[src/rtl/rtt_pkg.sv]
// Shared types and constants for the radix text-to-integer parser.
// Used by rtt_front, rtt_queue, rtt_back and radix_text_to_integer.
package rtt_pkg;

  localparam int unsigned CharW   = 8;
  localparam int unsigned DigitW  = 6;
  localparam int unsigned RadixW  = 6;
  localparam int unsigned ValueW  = 64;
  localparam int unsigned NarrowW = 32;
  localparam int unsigned CfgIdxW = 2;

  localparam logic [CharW-1:0]  MINUS_CODE  = 8'h2D;
  localparam logic [CharW-1:0]  TERM_CODE   = 8'h00;
  localparam logic [DigitW-1:0] LETTER_BASE = 6'd10;
  localparam logic [RadixW-1:0] RADIX_MIN   = 6'd2;
  localparam logic [RadixW-1:0] RADIX_MAX   = 6'd36;
  localparam logic [RadixW-1:0] RADIX_RESET = 6'd10;

  localparam logic [CfgIdxW-1:0] CFG_RADIX = 2'd0;
  localparam logic [CfgIdxW-1:0] CFG_WIDE  = 2'd1;

  typedef enum logic [1:0] {
    KIND_DIGIT,
    KIND_MINUS,
    KIND_TERM
  } kind_e;

  // One classified byte: what the back end has to do with it.
  typedef struct packed {
    kind_e             kind;
    logic [DigitW-1:0] digit;
    logic              bad;
  } op_t;

endpackage

[src/rtl/rtt_front.sv]
// Front end: accepts text bytes, tracks the start of a string and
// classifies each byte into an op. Depends on rtt_pkg.
module rtt_front (
  input  logic                     clk_i,
  input  logic                     rst_ni,
  input  logic                     in_valid_i,
  output logic                     in_ready_o,
  input  logic [rtt_pkg::CharW-1:0] in_char_i,
  output logic                     op_valid_o,
  input  logic                     op_ready_i,
  output rtt_pkg::op_t             op_o
);

  logic at_start_q, at_start_d;
  logic accept;

  assign in_ready_o = op_ready_i;
  assign op_valid_o = in_valid_i;
  assign accept     = in_valid_i & op_ready_i;

  always_comb begin
    op_o.kind  = rtt_pkg::KIND_DIGIT;
    op_o.digit = '0;
    op_o.bad   = 1'b0;
    if (in_char_i == rtt_pkg::TERM_CODE) begin
      op_o.kind = rtt_pkg::KIND_TERM;
    end else if (at_start_q && in_char_i == rtt_pkg::MINUS_CODE) begin
      op_o.kind = rtt_pkg::KIND_MINUS;
    end else if (in_char_i >= 8'h30 && in_char_i <= 8'h39) begin
      op_o.digit = rtt_pkg::DigitW'(in_char_i - 8'h30);
    end else if (in_char_i >= 8'h61 && in_char_i <= 8'h7A) begin
      op_o.digit = rtt_pkg::LETTER_BASE + rtt_pkg::DigitW'(in_char_i - 8'h61);
    end else if (in_char_i >= 8'h41 && in_char_i <= 8'h5A) begin
      op_o.digit = rtt_pkg::LETTER_BASE + rtt_pkg::DigitW'(in_char_i - 8'h41);
    end else begin
      op_o.bad = 1'b1;
    end
  end

  // The next byte after a terminator opens a new string.
  always_comb begin
    at_start_d = at_start_q;
    if (accept) begin
      at_start_d = (in_char_i == rtt_pkg::TERM_CODE);
    end
  end

  always_ff @(posedge clk_i or negedge rst_ni) begin
    if (!rst_ni) begin
      at_start_q <= 1'b1;
    end else begin
      at_start_q <= at_start_d;
    end
  end

endmodule

[src/rtl/rtt_queue.sv]
// Short queue of classified ops between front and back end.
// Depends on rtt_pkg.
module rtt_queue #(
  parameter int unsigned Depth = 2
) (
  input  logic         clk_i,
  input  logic         rst_ni,
  input  logic         push_valid_i,
  output logic         push_ready_o,
  input  rtt_pkg::op_t push_data_i,
  output logic         pop_valid_o,
  input  logic         pop_ready_i,
  output rtt_pkg::op_t pop_data_o
);

  localparam int unsigned PtrW = (Depth > 1) ? $clog2(Depth) : 1;
  localparam int unsigned CntW = $clog2(Depth + 1);

  rtt_pkg::op_t    mem_q [Depth];
  logic [PtrW-1:0] wr_ptr_q, wr_ptr_d;
  logic [PtrW-1:0] rd_ptr_q, rd_ptr_d;
  logic [CntW-1:0] count_q, count_d;
  logic            push, pop;

  assign push_ready_o = (count_q != CntW'(Depth));
  assign pop_valid_o  = (count_q != '0);
  assign pop_data_o   = mem_q[rd_ptr_q];
  assign push         = push_valid_i & push_ready_o;
  assign pop          = pop_valid_o & pop_ready_i;

  always_comb begin
    wr_ptr_d = wr_ptr_q;
    rd_ptr_d = rd_ptr_q;
    count_d  = count_q;
    if (push) begin
      wr_ptr_d = (wr_ptr_q == PtrW'(Depth - 1)) ? '0 : wr_ptr_q + PtrW'(1);
    end
    if (pop) begin
      rd_ptr_d = (rd_ptr_q == PtrW'(Depth - 1)) ? '0 : rd_ptr_q + PtrW'(1);
    end
    if (push && !pop) begin
      count_d = count_q + CntW'(1);
    end else if (pop && !push) begin
      count_d = count_q - CntW'(1);
    end
  end

  always_ff @(posedge clk_i) begin
    if (push) begin
      mem_q[wr_ptr_q] <= push_data_i;
    end
  end

  always_ff @(posedge clk_i or negedge rst_ni) begin
    if (!rst_ni) begin
      wr_ptr_q <= '0;
      rd_ptr_q <= '0;
      count_q  <= '0;
    end else begin
      wr_ptr_q <= wr_ptr_d;
      rd_ptr_q <= rd_ptr_d;
      count_q  <= count_d;
    end
  end

endmodule

[src/rtl/rtt_back.sv]
// Back end: accumulates digits in the configured radix and formats the
// result into an output register on each terminator. Depends on rtt_pkg.
module rtt_back (
  input  logic                       clk_i,
  input  logic                       rst_ni,
  input  logic [rtt_pkg::RadixW-1:0] radix_i,
  input  logic                       wide_mode_i,
  input  logic                       op_valid_i,
  output logic                       op_ready_o,
  input  rtt_pkg::op_t               op_i,
  output logic                       out_valid_o,
  input  logic                       out_ready_i,
  output logic [rtt_pkg::ValueW-1:0] out_value_o,
  output logic                       out_error_o
);

  logic [rtt_pkg::ValueW-1:0] acc_q, acc_d;
  logic                       neg_q, neg_d;
  logic                       err_q, err_d;
  logic                       out_valid_q, out_valid_d;
  logic [rtt_pkg::ValueW-1:0] out_value_q, out_value_d;
  logic                       out_error_q, out_error_d;

  logic                       is_term, pop, load;
  logic                       bad_radix;
  logic [rtt_pkg::ValueW-1:0] signed_val, fmt_val;
  logic [rtt_pkg::ValueW-1:0] mac;

  assign is_term     = (op_i.kind == rtt_pkg::KIND_TERM);
  // Only a terminator needs room in the output register.
  assign op_ready_o  = !is_term || !out_valid_q || out_ready_i;
  assign pop         = op_valid_i & op_ready_o;
  assign load        = pop & is_term;
  assign bad_radix   = (radix_i < rtt_pkg::RADIX_MIN) || (radix_i > rtt_pkg::RADIX_MAX);
  assign mac         = acc_q * rtt_pkg::ValueW'(radix_i) + rtt_pkg::ValueW'(op_i.digit);
  assign signed_val  = neg_q ? (~acc_q + rtt_pkg::ValueW'(1)) : acc_q;
  assign fmt_val     = wide_mode_i ? signed_val :
                       {{(rtt_pkg::ValueW - rtt_pkg::NarrowW){signed_val[rtt_pkg::NarrowW-1]}},
                        signed_val[rtt_pkg::NarrowW-1:0]};

  always_comb begin
    acc_d = acc_q;
    neg_d = neg_q;
    err_d = err_q;
    if (pop) begin
      unique case (op_i.kind)
        rtt_pkg::KIND_TERM: begin
          acc_d = '0;
          neg_d = 1'b0;
          err_d = 1'b0;
        end
        rtt_pkg::KIND_MINUS: begin
          neg_d = 1'b1;
        end
        rtt_pkg::KIND_DIGIT: begin
          if (op_i.bad || (op_i.digit >= radix_i)) begin
            err_d = 1'b1;
          end else if (!err_q) begin
            acc_d = mac;
          end
        end
        default: begin
        end
      endcase
    end
  end

  always_comb begin
    out_valid_d = out_valid_q;
    out_value_d = out_value_q;
    out_error_d = out_error_q;
    if (load) begin
      out_valid_d = 1'b1;
      if (bad_radix || err_q) begin
        out_value_d = '1;
        out_error_d = 1'b1;
      end else begin
        out_value_d = fmt_val;
        out_error_d = 1'b0;
      end
    end else if (out_ready_i) begin
      out_valid_d = 1'b0;
    end
  end

  assign out_valid_o = out_valid_q;
  assign out_value_o = out_value_q;
  assign out_error_o = out_error_q;

  always_ff @(posedge clk_i) begin
    out_value_q <= out_value_d;
    out_error_q <= out_error_d;
  end

  always_ff @(posedge clk_i or negedge rst_ni) begin
    if (!rst_ni) begin
      acc_q       <= '0;
      neg_q       <= 1'b0;
      err_q       <= 1'b0;
      out_valid_q <= 1'b0;
    end else begin
      acc_q       <= acc_d;
      neg_q       <= neg_d;
      err_q       <= err_d;
      out_valid_q <= out_valid_d;
    end
  end

endmodule

[src/rtl/radix_text_to_integer.sv]
// Radix text-to-integer parser, top level: configuration registers and
// the front end, op queue and back end. Depends on rtt_pkg, rtt_front,
// rtt_queue and rtt_back.
//
// Usage: text bytes stream in on s_axis (one byte in tdata). A zero byte
// ends a string; for it one result leaves on m_axis: tdata carries the
// 64-bit two's complement value, tuser bit 0 the error flag (value is all
// ones when the flag is set). Other bytes produce no result.
// The config channel writes radix (index 0, data bits 5:0) and wide mode
// (index 1, data bit 0); other indexes are ignored. Write only while idle.
// Throughput: one byte per cycle sustained while the op queue has room. The
// front end classifies a byte as it is accepted and pushes it into the op
// queue; the back end pops it from there, and a terminator's result is
// registered in the back end's output register before it shows on m_axis.
// Reset clears the string state (next byte is the first of a string),
// sets radix 10 and 32-bit mode. When m_axis stalls, the held result
// blocks only the next terminator; digits keep flowing until the op queue
// of QUEUE_DEPTH entries fills, then s_axis_tready drops.
module radix_text_to_integer #(
  parameter int unsigned QUEUE_DEPTH = 2
) (
  input  logic        clk_i,
  input  logic        rst_ni,
  input  logic        s_axis_tvalid,
  output logic        s_axis_tready,
  input  logic [7:0]  s_axis_tdata,   // [7:0] char_code
  output logic        m_axis_tvalid,
  input  logic        m_axis_tready,
  output logic [63:0] m_axis_tdata,   // [63:0] value
  output logic [0:0]  m_axis_tuser,   // [0] error
  input  logic        cfg_valid_i,
  output logic        cfg_ready_o,
  input  logic [1:0]  cfg_index_i,
  input  logic [5:0]  cfg_data_i
);

  logic [rtt_pkg::RadixW-1:0] radix_q, radix_d;
  logic                       wide_q, wide_d;
  logic                       cfg_we;

  logic         f_valid, f_ready;
  rtt_pkg::op_t f_op;
  logic         b_valid, b_ready;
  rtt_pkg::op_t b_op;

  assign cfg_ready_o = 1'b1;
  assign cfg_we      = cfg_valid_i & cfg_ready_o;

  always_comb begin
    radix_d = radix_q;
    wide_d  = wide_q;
    if (cfg_we) begin
      unique case (cfg_index_i)
        rtt_pkg::CFG_RADIX: radix_d = cfg_data_i;
        rtt_pkg::CFG_WIDE:  wide_d  = cfg_data_i[0];
        default: begin
        end
      endcase
    end
  end

  always_ff @(posedge clk_i or negedge rst_ni) begin
    if (!rst_ni) begin
      radix_q <= rtt_pkg::RADIX_RESET;
      wide_q  <= 1'b0;
    end else begin
      radix_q <= radix_d;
      wide_q  <= wide_d;
    end
  end

  rtt_front u_front (
    .clk_i      (clk_i),
    .rst_ni     (rst_ni),
    .in_valid_i (s_axis_tvalid),
    .in_ready_o (s_axis_tready),
    .in_char_i  (s_axis_tdata),
    .op_valid_o (f_valid),
    .op_ready_i (f_ready),
    .op_o       (f_op)
  );

  rtt_queue #(
    .Depth (QUEUE_DEPTH)
  ) u_queue (
    .clk_i        (clk_i),
    .rst_ni       (rst_ni),
    .push_valid_i (f_valid),
    .push_ready_o (f_ready),
    .push_data_i  (f_op),
    .pop_valid_o  (b_valid),
    .pop_ready_i  (b_ready),
    .pop_data_o   (b_op)
  );

  rtt_back u_back (
    .clk_i       (clk_i),
    .rst_ni      (rst_ni),
    .radix_i     (radix_q),
    .wide_mode_i (wide_q),
    .op_valid_i  (b_valid),
    .op_ready_o  (b_ready),
    .op_i        (b_op),
    .out_valid_o (m_axis_tvalid),
    .out_ready_i (m_axis_tready),
    .out_value_o (m_axis_tdata),
    .out_error_o (m_axis_tuser[0])
  );

endmodule
[config.mk]
export PLATFORM = sky130hd
export DESIGN_NAME = radix_text_to_integer
export DESIGN_NICKNAME = d
export VERILOG_FILES = /design/src/rtl/rtt_pkg.sv /design/src/rtl/rtt_front.sv /design/src/rtl/rtt_queue.sv /design/src/rtl/rtt_back.sv /design/src/rtl/radix_text_to_integer.sv
export SDC_FILE = /design/constraint.sdc
export NUM_CORES = 1
export LEC_CHECK = 0
export BUFFER_PORTS_ARGS = -buffer_cell sky130_fd_sc_hd__buf_2
export CAP_MARGIN = 20
export CORE_MARGIN = 3
export CORE_UTILIZATION = 48
export CTS_CLUSTER_SIZE = 12
export DETAILED_ROUTE_END_ITERATION = 10
export PLACE_DENSITY = 0.65
export SLEW_MARGIN = 20
export SYNTH_ARGS = -nofsm -noshare
export SYNTH_HDL_FRONTEND = slang
export SYNTH_SLANG_ARGS = --single-unit
export TNS_END_PERCENT = 100
[constraint.sdc]
create_clock -name clk_i -period 8.15 [get_ports clk_i]
set_input_delay 0.4075 -clock clk_i [delete_from_list [all_inputs] [get_ports clk_i]]
set_output_delay 0.4075 -clock clk_i [all_outputs]
set_load 0.005 [all_outputs]
==> results of run 1 <==
[flip-flops by register name (all words and copies together) (netlist names)]
signal / cells
u_front.at_start_q: 1
u_back.out_error_o: 1
u_back.out_value_o: 64
u_queue.count_q: 2
u_queue.mem_q: 18
radix_q: 6
u_back.err_q: 1
u_back.acc_q: 64
u_queue.wr_ptr_q: 1
u_back.out_valid_o: 1
u_queue.rd_ptr_q: 1
u_back.neg_q: 1
wide_q: 1
[power by group through the flow]
stage / Clock, mW / Sequential [mW] / Combinational [mW]
final: 0.829 / 1.31 / 2.04
after global routing: 0.876 / 1.34 / 2.28
after CTS: 0.849 / 1.31 / 2.05
after detailed placement: 0 / 1.33 / 2.04
after global placement: 0 / 1.32 / 1.98
after floorplan: 0 / 1.25 / 1.38
[synth_stat cells (all sizes together), types with 11 or more instances]
cell type	count
nor2	58
or3	17
nor3	22
nand2	216
fa	240
o31ai	24
edfxtp	83
and2	329
and3	13
a21oi	91
nand4	21
xor2	88
nand3	40
xnor2	42
dfrtp	76
clkbuf	134
a21o	34
a31oi	12
ha	147
inv	99
a211oi	11
buf	14
o21bai	14
o21ai	141
[per-stage QoR]
step           util [%]  cells  setup WS [ns]  cell area, um2  power, mW
3_3_place_gp       50.4   2592           1.48           20600       3.30
2_1_floorplan         -   2106           2.39           20000       2.63
4_1_cts            51.9   2625           1.26           21200       4.22
5_1_grt            52.0   2626          0.864           21300       4.50
3_5_place_dp       50.5   2592           1.28           20600       3.37
6_report           52.0   2626           1.29           21300       4.18
[kinds of logic after synthesis]
group / count (synthesis) / share of synthesized area, %
multiplexers: 17 / 0.896
AND/OR/NAND/NOR: 765 / 20.5
flip-flops: 162 / 22.4
XOR/XNOR: 130 / 5.70
other: 1 / 0.0188
AO/OA/AOI/OAI: 397 / 12.4
buffers and inverters: 247 / 4.74
adder cells (fa/ha/maj): 387 / 33.3
[final timing paths]
path	start	to	slack, ns	cells past startpoint
hold / removal	cfg_data_i[2]	radix_q[2]	0.19	3
min in group asynchronous	rst_ni	u_queue.wr_ptr_q	0.31	2
hold reg to reg	u_queue.wr_ptr_q	u_queue.wr_ptr_q	0.50	1
max in group asynchronous	rst_ni	u_back.acc_q[18]	6.92	4
setup reg to reg	radix_q[5]	u_back.acc_q[60]	1.29	18
setup / recovery	radix_q[5]	u_back.acc_q[60]	1.29	18
[per-layer routing]
| layer | routed length [um] | GRT usage [%] |
|---|---|---|
| met5 | 0 | 0 |
| met4 | 1450 | 8.15 |
| met3 | 3020 | 4.49 |
| met2 | 23700 | 38.0 |
| met1 | 22500 | 33.2 |
[final cells by class]
| class | count | area (um2) | area share [%] |
|---|---|---|---|
| Sequential cell | 162 | 4480 | 21.0 |
| Clock inverter | 10 | 85.1 | 0.400 |
| Timing Repair Buffer | 104 | 588 | 2.76 |
| Tap cell | 532 | 666 | 3.13 |
| Inverter | 99 | 372 | 1.75 |
| Clock buffer | 22 | 507 | 2.38 |
| Multi-Input combinational cell | 1697 | 14600 | 68.5 |
[what timing repair did]
action / in CTS / in global routing
resized for setup: 0 / 0
hold buffers: 1 / 0
endpoints found under the hold margin: 7 / 0
[worst register-to-register path: cells and delay by family, from the launching register on]
family | cells | cell delay [ns]
compound gates | 5 | 1.92
fa+ha+maj | 5 | 2.53
simple gates | 5 | 1.06
buf+inv | 3 | 0.16
flops | 1 | 1.07
==> results.cfg, run 1 <==
[clocking]
root_buffer = clkbuf_16
clkLatencyLatePin_ns = 0.47
cts_buffer_depth = 2
h-tree-depth = 4
cts_buffers = 17
cts.sinks = 162
clkSlewWorstSetupHoldPaths_ns = 0.07
postCtsSetupBuffers = 0
cts_tree = built

[global_routing]
grt_start_max_net_pins = 73
antenna_found_initial = 0
first_global_vias = 15900
grt-ovfl-total = 0
grt_pass1_wl_mm = 85.0
track_usage_pct = 23.9

[critical_path]
start_kind = flip-flop
cp_slowest_cell = dfrtp_1
crit_arrival_ns = 7.19
path_cells = nand2_1, fa_1, fa_1, inv_1, fa_1, inv_1, fa_1, inv_1, ha_1, o211ai_1, o211ai_1, nand4_1, a2111oi_0, o211ai_1, a31oi_1, nand3_1, and3_1, or3_1
crit_fanout = 34
required_ns = 8.48
worstSetupEndpointType = flip-flop
worstSetupPathType = flip-flop to flip-flop
cp_common_cell = fa_1
crit_buf_inv = 3
max_stage_delay_ns = 1.07
cp_top_family = adder cells

[synth]
yosysWarnings = 0
synth.avg_cell_area_um2 = 9.48
synthArstFlopShare_pct = 48.8
synth_nets = 2514
synthTopCellsByArea = fa_1 (24%), edfxtp_1 (12%), and2_1 (10%)
synth_top_area_share_pct = 24.1
ys_ff_latch = 162
syn_area_um2 = 20000
synth_edf_count = 83
synth_largest_area_cell = fa_1
synth_cell_types = 77
syn_inst = 2106
ys.flop_type = edfxtp_1
yosysSeqAreaShare_pct = 22.4

[timing]
timing.fmax_mhz = 146
finalCriticalPeriod_ns = 6.86
slew_headroom_pct = 25.6
final-setup-viol-count = 0
hold_violations = 0
worst_pin_slew_ns = 1.12
worst_clock_skew_ns = 0.0181
rsz0062_at_grt = no
drv_slew = 0
whs_ns = 0.192
tns_ns = 0
period_share_pct = 84.1

[floorplanning]
die_h_um = 210
io_pins = 89
core_um2 = 40900
die-area_um2 = 44100
initial_core_util_pct = 48.8
fp.dieW_um = 210
rows = 74

[drt]
vias = 15200
drt-vias-per-instance = 5.79
wl_per_cell_um = 19.3
wl_mm = 50.7
drc = 0
final_antenna_net_count = 0
drt_pass1_iterations = 5
drtIter0Drc = 935

[pwr]
power_frac_seq_pct = 31.4
pwr-share-comb_pct = 48.8
sw_frac_of_total_pct = 45.7
p_per_area_nw_per_um2 = 197
ir_worst_vdd_mv = 0.174
power_frac_clock_pct = 19.8
p_leak_nw = 10.5
power.internal_mw = 2.27
p_sw_mw = 1.91

[cells_and_area]
syn_to_final_growth_pct = 6.58
fin_nets = 2489
diodes = 0
drive_above_1_share_pct = 8.17
fillers = 3747
mostFrequentLayoutCells = and2_1 (323), fa_1 (240), nand2_1 (216)
layout_commonest_cell = and2_1

[job]
drv_cap = 0

[worst_hold_path]
hold_class = input port to flip-flop

[placed_design]
place.gp.congestion = 0.892
dp_hpwl_mm = 37.5
numPortBuffers = 87

[outcome]
status = completed
Power figures use the tool's default switching activity.
==> run 2: changes to the inputs <==
--- a/config.mk
+++ b/config.mk
@@ -5,13 +5,14 @@
 export SDC_FILE = /design/constraint.sdc
 export NUM_CORES = 1
 export LEC_CHECK = 0
+export ABC_AREA = 1
 export BUFFER_PORTS_ARGS = -buffer_cell sky130_fd_sc_hd__buf_2
 export CAP_MARGIN = 20
 export CORE_MARGIN = 3
 export CORE_UTILIZATION = 48
 export CTS_CLUSTER_SIZE = 12
 export DETAILED_ROUTE_END_ITERATION = 10
-export PLACE_DENSITY = 0.65
+export PLACE_DENSITY = 0.67
 export SLEW_MARGIN = 20
 export SYNTH_ARGS = -nofsm -noshare
 export SYNTH_HDL_FRONTEND = slang
==> constraint.sdc (replaced) <==
create_clock -name clk_i -period 6.3 [get_ports clk_i]
set_input_delay 0.315 -clock clk_i [delete_from_list [all_inputs] [get_ports clk_i]]
set_output_delay 0.315 -clock clk_i [all_outputs]
set_load 0.005 [all_outputs]
==> results.cfg, run 2 <==
[timing]
drv_slew = 0
rsz0062_at_grt = no
slew_headroom_pct = 35.9
finalCriticalPeriod_ns = 5.20
period_share_pct = 82.5
worst_clock_skew_ns = 0.0187
timing.fmax_mhz = 192
whs_ns = 0.0827
worst_pin_slew_ns = 0.961
hold_violations = 0
final-setup-viol-count = 0
tns_ns = 0

[clocking]
root_buffer = clkbuf_16
clkLatencyLatePin_ns = 0.50
cts_resized = 0
cts_buffers = 17
postCtsHoldBufs = 2
cts.sinks = 162
cts_tree = built
postCtsSetupBuffers = 0
h-tree-depth = 4
cts_buffer_depth = 2
clkSlewWorstSetupHoldPaths_ns = 0.08

[critical_path]
reg2reg_to = u_back.acc_q[42]
rr_startpoint = radix_q[1]
start_kind = flip-flop
worstSetupEndpointType = flip-flop
crit_path_end = u_back.acc_q[42]
crit_fanout = 51
crit_start = radix_q[1]
crit_arrival_ns = 5.62
worst_r2r_path_depth = 18
worstSetupPathType = flip-flop to flip-flop
required_ns = 6.72
reg2reg_slack_ns = 1.10

[cells_and_area]
mostFrequentLayoutCells = nand2_1 (1316), inv_1 (804), nor2_1 (267)
diodes = 0
drive_above_1_share_pct = 6.56
layout_commonest_cell = nand2_1
syn_to_final_growth_pct = 5.87
fillers = 4982
fin_nets = 4071

[drt]
drt_pass1_iterations = 6
drtIter0Drc = 1925
wl_per_cell_um = 17.3
vias = 22200
wl_mm = 75.2
final_antenna_net_count = 0
drt-vias-per-instance = 5.11
drc = 0

[synth]
ys_ff_latch = 162
synth_nets = 4079
yosysSeqAreaShare_pct = 18.5
synth_cell_types = 52
syn_inst = 3671
synth_top_area_share_pct = 20.4
yosysWarnings = 0
synthTopCellsByArea = nand2_1 (20%), fa_1 (20%), inv_1 (12%)
yosysMostFrequentCell = nand2_1
synth.avg_cell_area_um2 = 6.59
ys.flop_type = edfxtp_1
synth_common_cells = nand2_1 (1316), inv_1 (805), nor2_1 (268)
syn_area_um2 = 24200
synth_edf_count = 83
synthArstFlopShare_pct = 48.8
synth_largest_area_cell = nand2_1

[placed_design]
numPortBuffers = 87
dp_hpwl_mm = 60.2
place.gp.congestion = 0.975

[pwr]
ir_worst_vdd_mv = 0.301
p_per_area_nw_per_um2 = 525
p_leak_nw = 16.5

[global_routing]
track_usage_pct = 29.3
grt_pass1_wl_mm = 121
antenna_found_initial = 1
grt_start_max_net_pins = 68
grt-ovfl-total = 0
first_global_vias = 21800

[floorplanning]
die_h_um = 231
io_pins = 89
core_um2 = 49400
fp.dieW_um = 231
initial_core_util_pct = 49.0
rows = 81
die-area_um2 = 53200

[worst_hold_path]
hold_class = input port to flip-flop
min_from = cfg_data_i[4]

[job]
drv_cap = 0

[outcome]
status = completed
-- run 2: worst min-delay path by stage --
stage                                     to  slack (ns)  cells after the start
after floorplan                   radix_q[0]        0.02                      0
after global placement    u_queue.count_q[0]        0.25                      1
after detailed placement  u_queue.count_q[0]        0.24                      1
after CTS                         radix_q[4]        0.04                      3
after global routing              radix_q[2]        0.09                      3
final                             radix_q[4]        0.08                      3
-- run 2: metrics by stage --
stage	cells	setup WS, ns	utilization, %	total power, mW	area (um2)
2_1_floorplan	3671	1.66	-	9.28	24200
3_3_place_gp	4306	1.18	50.7	12.2	25000
3_5_place_dp	4306	1.19	50.7	12.3	25000
4_1_cts	4340	1.14	51.9	13.4	25600
5_1_grt	4340	0.770	51.9	14.8	25600
6_report	4340	1.10	51.9	13.4	25600
-- run 2: final cells by class --
cell class                 instances  area (um2)  area share (%)
timing repair buffer             112         693            2.70
tap                              664         831            3.24
clock buffer                      19         443            1.73
sequential                       162        4480            17.5
inverter                         822        3090            12.0
clock inverter                    13         128           0.498
multi-input combinational       2548       16000            62.3
-- run 2: kinds of logic after synthesis --
logic type	count (synthesis)	synth area share (%)
compound gates	216	4.85
xor+xnor	22	0.796
fa+ha+maj	387	27.4
buf+inv	961	15.6
flops	162	18.5
other cells	1	0.0155
simple gates	1922	32.8
-- run 2: routing by layer --
| metal | vias to the layer above | track usage [%] | share of wire [%] |
|---|---|---|---|
| met1 | 10300 | 38.4 | 43 |
| met2 | 792 | 47.6 | 45 |
| met4 | 0 | 11.8 | 4.1 |
| li1 | 10900 | - | - |
| met3 | 153 | 6.22 | 8.3 |
| met5 | - | 0 | 0 |
-- run 2: critical path, cell delays in order (launching register included) --
cell and delay (ns):
dfstp_2 0.80, buf_12 0.28, nand2_1 0.09, inv_1 0.08
fa_1 0.43, fa_1 0.50, fa_1 0.49, ha_1 0.30
ha_1 0.45, nand2_1 0.14, nor2_1 0.26, nand2_1 0.19
nor3_1 0.33, nand3_1 0.15, nand3_1 0.20, nor2_1 0.06
nor2_1 0.10, nand2_1 0.11, nand2_1 0.09
-- run 2: power breakdown --
group          internal [mW]  switching [mW]
Combinational           3.37            6.84
Sequential              1.58           0.575
Clock                  0.561           0.509
==> run 3: changes to the inputs <==
--- a/config.mk
+++ b/config.mk
@@ -5,7 +5,7 @@
 export SDC_FILE = /design/constraint.sdc
 export NUM_CORES = 1
 export LEC_CHECK = 0
-export ABC_AREA = 1
+export ABC_AREA = 0
 export BUFFER_PORTS_ARGS = -buffer_cell sky130_fd_sc_hd__buf_2
 export CAP_MARGIN = 20
 export CORE_MARGIN = 3
==> constraint.sdc (replaced) <==
create_clock -name clk_i -period 4.7 [get_ports clk_i]
set_input_delay 0.235 -clock clk_i [delete_from_list [all_inputs] [get_ports clk_i]]
set_output_delay 0.235 -clock clk_i [all_outputs]
set_load 0.005 [all_outputs]
==> results.cfg, run 3 (synthesis gave the netlist of run 1 again) <==
[floorplanning]
initial_core_util_pct = 48.8
core_um2 = 40900
rows = 74
fp.dieW_um = 210
die-area_um2 = 44100
die_h_um = 210
io_pins = 89

[pwr]
ir_worst_vdd_mv = 0.304
p_leak_nw = 12.3
sw_frac_of_total_pct = 44.1
p_sw_mw = 3.56
p_per_area_nw_per_um2 = 331
power_frac_clock_pct = 18.4
pwr-share-comb_pct = 54.5
power_frac_seq_pct = 27.1
p_total_mw = 8.06
power.internal_mw = 4.50

[outcome]
violations = setup timing
status = finished with violations

[drt]
final_antenna_net_count = 0
wl_mm = 55.5
drc = 0
wl_per_cell_um = 18.8
drt_pass1_iterations = 5
vias = 16500
drtIter0Drc = 1012
drt-vias-per-instance = 5.59

[critical_path]
worst_r2r_path_depth = 19
crit_fanout = 4
worstSetupPathType = flip-flop to flip-flop
rr_startpoint = radix_q[3]
reg2reg_to = u_back.acc_q[51]
crit_path_end = u_back.acc_q[51]
worstSetupEndpointType = flip-flop
required_ns = 5.05
start_kind = flip-flop
reg2reg_slack_ns = -0.75
crit_arrival_ns = 5.80
crit_start = radix_q[3]

[timing]
worst_pin_slew_ns = 0.942
worst_clock_skew_ns = 0.0143
hold_violations = 0
finalCriticalPeriod_ns = 5.45
drv_slew = 0
timing.fmax_mhz = 183
slew_headroom_pct = 37.1
period_share_pct = 116
final-setup-viol-count = 38
setup_ws_ns = -0.752
rsz0062_at_grt = yes

[global_routing]
grt_start_max_net_pins = 65
grt-ovfl-total = 0
antenna_found_initial = 0
first_global_vias = 17900
grt_pass1_wl_mm = 92.7
track_usage_pct = 26.2

[cells_and_area]
fin_nets = 2822
fillers = 3521
syn_to_final_growth_pct = 21.8
layout.cells.non_filler = 2959
mostFrequentLayoutCells = buf_4 (333), and2_1 (321), fa_1 (240)
layout_commonest_cell = buf_4
diodes = 0
drive_above_1_share_pct = 23.4

[worst_hold_path]
hold_depth = 2
hold_class = input port to flip-flop
min_from = cfg_data_i[0]

[clocking]
h-tree-depth = 4
root_buffer = clkbuf_16
cts.sinks = 162
cts_buffer_depth = 2
cts_buffers = 17
cts_tree = built
clkSlewWorstSetupHoldPaths_ns = 0.08
clkLatencyLatePin_ns = 0.47

[placed_design]
dp_hpwl_mm = 42.9
place_inst = 2912
place.gp.congestion = 0.924
numPortBuffers = 87

[job]
drv_cap = 0
## run 3: layer usage
layer | vias up | global-route usage (%) | wire length, um
met1 | 8249 | 34.5 | 24000
met3 | 107 | 4.06 | 2720
met5 | - | 0 | 0
li1 | 7711 | - | -
met2 | 460 | 44.2 | 27200
met4 | 0 | 9.28 | 1600
## run 3: how the worst min path moves through the flow
| stage | endpoint | slack [ns] |
|---|---|---|
| 6_report | wide_q | 0.04 |
| 5_1_grt | wide_q | 0.04 |
| 4_1_cts | wide_q | 0.02 |
| 3_5_place_dp | u_queue.count_q[1] | 0.29 |
| 3_3_place_gp | u_queue.count_q[1] | 0.28 |
| 2_1_floorplan | radix_q[0] | -0.06 |
## run 3: timing repair
action                                 CTS  global route
endpoints found under the hold margin   35             0
hold buffers                             3             0
setup endpoints to repair               42            50
resized for setup                       60            45
setup buffers                            7             5
pin swaps                               17            22
## run 3: layout make-up
type | instances | area [um2] | share of cell area, %
inverters | 99 | 372 | 1.53
clock buffers | 17 | 425 | 1.75
flip-flops and latches | 162 | 4480 | 18.4
well taps | 532 | 666 | 2.74
repair buffers | 437 | 3210 | 13.2
clock inverters | 15 | 173 | 0.710
multi-input cells | 1697 | 15000 | 61.7
## run 3: metrics by stage
| stage | worst slack (ns) | util, % | instance area [um2] | hold slack, ns | TNS [ns] |
|---|---|---|---|---|---|
| 2_1_floorplan | -0.601 | - | 20100 | -0.0606 | -6.33 |
| 3_3_place_gp | -0.711 | 56.6 | 23200 | 0.282 | -14.58 |
| 3_5_place_dp | -0.818 | 56.6 | 23200 | 0.291 | -17.38 |
| 4_1_cts | -0.718 | 58.8 | 24100 | 0.0161 | -14.62 |
| 5_1_grt | -0.966 | 59.4 | 24300 | 0.0372 | -25.06 |
| 6_report | -0.752 | 59.4 | 24300 | 0.0361 | -15.62 |
## run 3: worst max-delay path, cell delays in order, from the launching register on
cell       delay (ns)
dfstp_2          0.57
nand2_2          0.06
fa_1             0.47
fa_1             0.57
inv_1            0.05
fa_1             0.47
inv_1            0.06
fa_1             0.53
inv_2            0.05
ha_4             0.27
and4_1           0.19
o211a_4          0.21
o2111ai_4        0.13
a211o_1          0.32
a2111o_1         0.43
a211oi_2         0.19
buf_4            0.18
o21ai_2          0.07
o2111a_1         0.24
a221o_1          0.26
## run 3: power by group through the flow
stage,registers [mW],logic (mW),clock network (mW)
after floorplan,2.17,2.43,0
after global placement,2.20,4.17,0
after detailed placement,2.21,4.28,0
after CTS,2.18,4.35,1.51
after global routing,2.22,4.83,1.57
final,2.18,4.39,1.48
